--- src/rtl/cmae_pkg.sv ---
// shared types, constants and helpers for the complex matrix engine
`timescale 1ns / 1ps
package cmae_pkg;

  localparam int MAX_DIM     = 8;
  localparam int VALUE_WIDTH = 16;
  localparam int FRAC_BITS   = 8;
  localparam int IDX_W       = 3;
  localparam int DIM_W       = 4;
  localparam int ADDR_W      = 6;
  localparam int CFG_IDX_W   = 3;
  localparam int CFG_DATA_W  = 16;
  localparam int PROD_W      = 2 * VALUE_WIDTH + 1;
  localparam int ACC_W       = PROD_W + 4;

  typedef enum logic [1:0] {
    MODE_LOAD_A = 2'd0,
    MODE_LOAD_B = 2'd1,
    MODE_RUN    = 2'd2,
    MODE_NONE   = 2'd3
  } mode_t;

  typedef enum logic [1:0] {
    OP_ADD_B   = 2'd0,
    OP_MUL_B   = 2'd1,
    OP_MUL_SC  = 2'd2,
    OP_ADD_SC  = 2'd3
  } op_t;

  typedef enum logic [2:0] {
    CFG_A_ROWS    = 3'd0,
    CFG_A_COLS    = 3'd1,
    CFG_B_ROWS    = 3'd2,
    CFG_B_COLS    = 3'd3,
    CFG_OPERATION = 3'd4,
    CFG_SCALAR_RE = 3'd5,
    CFG_SCALAR_IM = 3'd6
  } cfg_idx_t;

  typedef enum logic [2:0] {
    ST_IDLE,
    ST_READ,
    ST_MAC,
    ST_FINISH,
    ST_OUT
  } state_t;

  typedef struct packed {
    logic [1:0]                    mode;
    logic [IDX_W-1:0]              row;
    logic [IDX_W-1:0]              col;
    logic signed [VALUE_WIDTH-1:0] value_re;
    logic signed [VALUE_WIDTH-1:0] value_im;
  } in_item_t;

  typedef struct packed {
    logic [IDX_W-1:0]              out_row;
    logic [IDX_W-1:0]              out_col;
    logic signed [VALUE_WIDTH-1:0] result_re;
    logic signed [VALUE_WIDTH-1:0] result_im;
    logic                          dims_mismatch;
    logic                          last;
  } out_item_t;

  // controller to datapath
  typedef struct packed {
    logic             write_a;
    logic             write_b;
    logic             read;
    logic             acc_clear;
    logic             mac;
    logic             finish;
    logic [IDX_W-1:0] i;
    logic [IDX_W-1:0] j;
    logic [IDX_W-1:0] k;
    logic             mis;
    logic             last;
  } dp_cmd_t;

  function automatic logic [DIM_W-1:0] clamp_dim(input logic [DIM_W-1:0] d);
    if (d == '0) return DIM_W'(1);
    if (d > DIM_W'(MAX_DIM)) return DIM_W'(MAX_DIM);
    return d;
  endfunction

  function automatic logic signed [VALUE_WIDTH-1:0] sat_acc(
      input logic signed [ACC_W-1:0] v);
    logic signed [ACC_W-1:0] hi;
    logic signed [ACC_W-1:0] lo;
    hi = ACC_W'((64'sd1 <<< (VALUE_WIDTH - 1)) - 64'sd1);
    lo = -hi - ACC_W'(1);
    if (v > hi) return hi[VALUE_WIDTH-1:0];
    if (v < lo) return lo[VALUE_WIDTH-1:0];
    return v[VALUE_WIDTH-1:0];
  endfunction

endpackage

--- src/rtl/cmae_ctrl.sv ---
// sequencer for loads and runs of the complex matrix engine
`timescale 1ns / 1ps
module cmae_ctrl (
  input  logic               clk,
  input  logic               rst_n,
  input  logic               in_valid,
  output logic               in_stall,
  input  logic [1:0]         in_mode,
  input  logic [3:0]         a_rows,
  input  logic [3:0]         a_cols,
  input  logic [3:0]         b_rows,
  input  logic [3:0]         b_cols,
  input  logic [1:0]         operation,
  output cmae_pkg::dp_cmd_t  cmd,
  output logic               out_valid,
  input  logic               out_stall
);
  import cmae_pkg::*;

  state_t           state_r, state_nxt;
  logic [IDX_W-1:0] i_r, i_nxt, j_r, j_nxt, k_r, k_nxt;
  logic             mis_r, mis_nxt;
  logic [DIM_W-1:0] ar, ac, br, bc, rows, cols, kdim;
  logic             acc;
  logic             last_el;

  assign ar = clamp_dim(a_rows);
  assign ac = clamp_dim(a_cols);
  assign br = clamp_dim(b_rows);
  assign bc = clamp_dim(b_cols);
  assign rows = ar;
  assign cols = (operation == OP_MUL_B && !mis_r) ? bc : ac;
  assign kdim = (operation == OP_MUL_B && !mis_r) ? ac : DIM_W'(1);
  assign last_el = ({1'b0, i_r} + 4'd1 == rows) && ({1'b0, j_r} + 4'd1 == cols);

  always_ff @(posedge clk) begin
    if (!rst_n) begin
      state_r <= ST_IDLE;
      i_r <= '0;
      j_r <= '0;
      k_r <= '0;
      mis_r <= 1'b0;
    end else begin
      state_r <= state_nxt;
      i_r <= i_nxt;
      j_r <= j_nxt;
      k_r <= k_nxt;
      mis_r <= mis_nxt;
    end
  end

  always_comb begin
    state_nxt = state_r;
    i_nxt = i_r;
    j_nxt = j_r;
    k_nxt = k_r;
    mis_nxt = mis_r;
    in_stall = 1'b1;
    out_valid = 1'b0;
    acc = 1'b0;
    cmd = '0;
    cmd.i = i_r;
    cmd.j = j_r;
    cmd.k = k_r;
    cmd.mis = mis_r;
    cmd.last = last_el;
    unique case (state_r)
      ST_IDLE: begin
        in_stall = 1'b0;
        acc = in_valid;
        if (acc) begin
          unique case (mode_t'(in_mode))
            MODE_LOAD_A: cmd.write_a = 1'b1;
            MODE_LOAD_B: cmd.write_b = 1'b1;
            MODE_RUN: begin
              mis_nxt = (operation == OP_ADD_B && (ar != br || ac != bc)) ||
                        (operation == OP_MUL_B && ac != br);
              i_nxt = '0;
              j_nxt = '0;
              k_nxt = '0;
              state_nxt = ST_READ;
            end
            default: ;
          endcase
        end
      end
      ST_READ: begin
        cmd.read = 1'b1;
        cmd.acc_clear = (k_r == '0);
        state_nxt = ST_MAC;
      end
      ST_MAC: begin
        cmd.mac = 1'b1;
        if ({1'b0, k_r} + 4'd1 == kdim) begin
          k_nxt = '0;
          state_nxt = ST_FINISH;
        end else begin
          k_nxt = k_r + IDX_W'(1);
          state_nxt = ST_READ;
        end
      end
      ST_FINISH: begin
        cmd.finish = 1'b1;
        state_nxt = ST_OUT;
      end
      ST_OUT: begin
        out_valid = 1'b1;
        if (!out_stall) begin
          if (last_el) begin
            state_nxt = ST_IDLE;
          end else if ({1'b0, j_r} + 4'd1 == cols) begin
            j_nxt = '0;
            i_nxt = i_r + IDX_W'(1);
            state_nxt = ST_READ;
          end else begin
            j_nxt = j_r + IDX_W'(1);
            state_nxt = ST_READ;
          end
        end
      end
      default: state_nxt = ST_IDLE;
    endcase
  end

`ifndef NO_ASSERTIONS
  a_no_accept_busy: assert property (@(posedge clk) disable iff (!rst_n)
    (state_r != ST_IDLE) |-> in_stall)
    else $error("input taken during a run");
  a_out_only_in_out: assert property (@(posedge clk) disable iff (!rst_n)
    out_valid |-> (state_r == ST_OUT))
    else $error("result shown outside output state");
  a_mac_after_read: assert property (@(posedge clk) disable iff (!rst_n)
    (state_r == ST_MAC) |-> $past(state_r) == ST_READ)
    else $error("accumulate step without a read");
  a_idle_after_last: assert property (@(posedge clk) disable iff (!rst_n)
    (out_valid && !out_stall && last_el) |=> (state_r == ST_IDLE))
    else $error("run did not end on last element");
`endif
endmodule

--- config.mk ---
export PLATFORM = sky130hd
export DESIGN_NAME = cmae_ctrl
export DESIGN_NICKNAME = d
export VERILOG_FILES = /design/src/rtl/cmae_pkg.sv /design/src/rtl/cmae_ctrl.sv
export SDC_FILE = /design/constraint.sdc
export NUM_CORES = 1
export LEC_CHECK = 0
export BUFFER_PORTS_ARGS = -buffer_cell sky130_fd_sc_hd__buf_2
export CAP_MARGIN = 20
export CORE_ASPECT_RATIO = 0.7
export CORE_MARGIN = 4
export CORE_UTILIZATION = 52
export CTS_CLUSTER_SIZE = 20
export DETAILED_ROUTE_END_ITERATION = 10
export PLACE_DENSITY = 0.81
export SYNTH_ARGS = -nofsm -noshare
export SYNTH_HDL_FRONTEND = slang
export SYNTH_SLANG_ARGS = --single-unit
--- constraint.sdc ---
create_clock -name clk -period 3.4 [get_ports clk]
set_clock_uncertainty 0.05 [all_clocks]
set_input_delay 0.68 -clock clk [delete_from_list [all_inputs] [get_ports clk]]
set_output_delay 0.68 -clock clk [all_outputs]
set_load 0.01 [all_outputs]
==> impl_metrics.sql <==
INSERT INTO impl_metrics (metric_group, metric, value, unit) VALUES
('clock_network', 'clock_tree.root_cell', 'sky130_fd_sc_hd__clkbuf_8', ''),
('setup_path', 'path_class', 'in -> out', ''),
('routing', 'drc', '0', ''),
('sta', 'grt_setup_unrepaired', 'false', ''),
('routing', 'drtPass1Iterations', '4', ''),
('setup_path', 'crit_path_end_kind', 'output port', ''),
('setup_path', 'timing.critical_path.slowest_stage_cell', 'sky130_fd_sc_hd__a2111o_1', ''),
('finish', 'final_nets', '261', ''),
('finish', 'insertedDiodeCount', '0', ''),
('sta', 'final_min_period_over_clock_period', '87.37', '%'),
('synth', 'ys_types', '56', ''),
('clock_network', 'clkSinkCount', '13', ''),
('sta', 'clock.fmax', '336.6', 'MHz'),
('floorplanning', 'fp.dieW', '70.57', 'um'),
('synth', 'synth_fp_nets', '218', ''),
('clock_network', 'clock_network_latency_to_the_later_pin_of_the_worst_skew_pair', '0.24', 'ns'),
('synth', 'synthCells', '190', ''),
('placed_design', 'pre_cts_slack', '0.4314', 'ns'),
('synth', 'async_flop_share', '0', '%'),
('global_routing', 'grt_usage', '18.81', '%'),
('synth', 'synth-main-ff-cell', 'sky130_fd_sc_hd__dfxtp_1', ''),
('sta', 'setup_violations', '0', ''),
('clock_network', 'post-cts-setup-buffers', '0', ''),
('finish', 'layout-drive-gt1-share', '27.16', '%'),
('power', 'max_vdd_drop', '170.0', 'uV'),
('synth', 'yosysWarningCount', '0', ''),
('clock_network', 'worst_setup_hold_path_clk_slew', '0.06', 'ns'),
('clock_network', 'htree_levels', '1', ''),
('synth', 'post_synth.cell_area_avg', '7.501', 'um2'),
('global_routing', 'number_of_global_route_vias_before_repair', '1289', ''),
('sta', 'relSlewSlack', '73.26', '%'),
('finish', 'n_fill_cell', '215', ''),
('floorplanning', 'die_h', '51.80', 'um'),
('finish', 'area.growth.synth_to_final', '19.40', '%'),
('floorplanning', 'die_area', '3656', 'um2'),
('synth', 'synth_top_cell_area_share', '18.26', '%'),
('global_routing', 'grt_overflow_total', '0', ''),
('power', 'design_power_total', '0.0004059', 'W'),
('sta', 'tightestPinTransition', '0.3975', 'ns'),
('setup_path', 'worstSetupStartpointType', 'primary input', ''),
('setup_path', 'critPathRequiredTime', '2.67', 'ns'),
('placed_design', 'placedCellCount', '262', ''),
('run_status', 'result_of_the_run', 'complete, no violations', ''),
('sta', 'timing.final.crit_period', '2.971', 'ns'),
('job', 'max_cap_violations', '0', ''),
('synth', 'synth_enable_flop_cells', '0', ''),
('power', 'leakage', '0.7516', 'nW'),
('placed_design', 'numPortBuffers', '42', ''),
('floorplanning', 'std_cell_rows', '15', ''),
('sta', 'finalSetupTns', '0', 'ns'),
('synth', 'yosysSeqAreaShare', '18.26', '%'),
('setup_path', 'cpLargestDelayFamily', 'simple AND/OR/NAND/NOR gates', ''),
('placed_design', 'place_congestion', '0.8447', ''),
('setup_path', 'crit_path_max_incr_delay', '0.43', 'ns'),
('routing', 'drt_iter0_markers', '62', ''),
('setup_path', 'cp_data_arrival_time', '2.24', 'ns'),
('sta', 'finalMaxSlewViolations', '0', ''),
('sta', 'worst_slack', '0.4295', 'ns'),
('synth', 'netlist.top_cell.by_area', 'sky130_fd_sc_hd__dfxtp_1', ''),
('synth', 'synth.ff_latch_count', '13', ''),
('synth', 'post_synth_most_frequent_cells', 'sky130_fd_sc_hd__nor2_1, sky130_fd_sc_hd__nor2b_1, sky130_fd_sc_hd__dfxtp_1, sky130_fd_sc_hd__nand2_1', ''),
('global_routing', 'grt_start_max_net_pins', '17', ''),
('setup_path', 'critical_path.max_fanout', '3', ''),
('finish', 'post_layout_nonfiller_instances', '266', ''),
('clock_network', 'ctsResizeCount', '0', ''),
('synth', 'post-synth-top-count-cell', 'sky130_fd_sc_hd__nor2_1', ''),
('setup_path', 'critical_path.most_common_cell', 'sky130_fd_sc_hd__buf_2', ''),
('placed_design', 'place_hpwl', '2.793', 'mm'),
('hold_path', 'timing.hold.worst.class', 'reg -> reg', ''),
('global_routing', 'wire_length_of_the_first_global_routing_pass', '5.582', 'mm'),
('synth', 'mappedNetlistArea', '1425', 'um2');
metal layers:
layer  share of wire, %  GRT usage, %
met4               0.79         4.688
met5                  0             0
met3                7.8         3.668
met2                 39         29.19
met1                 53         26.81
placed cells by master (no fill, tap or decap), types with 4 or more instances in the layout:
cell type                  n
sky130_fd_sc_hd__inv_1    11
sky130_fd_sc_hd__nor2_1   16
sky130_fd_sc_hd__nand2_1  12
sky130_fd_sc_hd__nor2b_1  15
sky130_fd_sc_hd__o21ai_0   8
sky130_fd_sc_hd__dfxtp_1  13
sky130_fd_sc_hd__nand3_1   9
sky130_fd_sc_hd__buf_2    42
sky130_fd_sc_hd__xor2_1    8
sky130_fd_sc_hd__nor3_1    7
sky130_fd_sc_hd__mux2i_1   7
sky130_fd_sc_hd__xnor2_1   4
sky130_fd_sc_hd__ha_1      4
sky130_fd_sc_hd__a21oi_1  11
flip-flops by register name, summed over array words and instances, names as in the netlist:
register,cells
i_r,3
j_r,3
k_r,3
mis_r,1
state_r,3
power breakdown:
part / leakage [nW] / switching [W] / internal (W)
clock: 0.0228 / 0.0000577 / 0.0000829
sequential: 0.105 / 0.00000339 / 0.000154
combinational: 0.624 / 0.0000586 / 0.0000490
cells by family after synthesis:
kind of cell | share of synthesized area, %
AO/OA/AOI/OAI | 23.00
buffers and inverters | 5.969
AND/OR/NAND/NOR | 36.96
XOR/XNOR | 7.375
adder cells (fa/ha/maj) | 3.512
multiplexers | 4.917
flip-flops | 18.26
layout make-up:
type                       count  area [um2]  area share [%]
clock buffer                   4       45.04           2.647
multi-input combinational    159        1080           63.46
sequential                    13       260.3           15.29
tap                           34       42.54           2.500
inverter                      11       41.29           2.426
timing repair buffer          45       232.7           13.68
worst min-delay path, cell delays in order, from the launching register on:
cell,delay (ns)
sky130_fd_sc_hd__dfxtp_1,0.33
sky130_fd_sc_hd__nand2_1,0.06
sky130_fd_sc_hd__mux2i_1,0.06
through the flow:
step | hold slack, ns | cell area [um2] | utilization, %
floorplan | 0.4291 | 1425 | -
global placement | 0.4410 | 1657 | 65.38
detailed placement | 0.4459 | 1657 | 65.38
CTS | 0.4539 | 1702 | 67.16
global route | 0.4913 | 1702 | 67.16
finish | 0.4491 | 1702 | 67.16
worst paths after layout:
check	slack [ns]	end	cells after the start	start
max	0.43	cmd[0]	7	operation[1]
min	0.45	i_r[1]$_SDFFE_PN0P_	2	i_r[1]$_SDFFE_PN0P_
max reg2reg	1.08	k_r[1]$_SDFFE_PN0P_	8	k_r[0]$_SDFFE_PN0P_
min reg2reg	0.45	i_r[1]$_SDFFE_PN0P_	2	i_r[1]$_SDFFE_PN0P_
No activity file was read; power rests on OpenSTA's default activity.
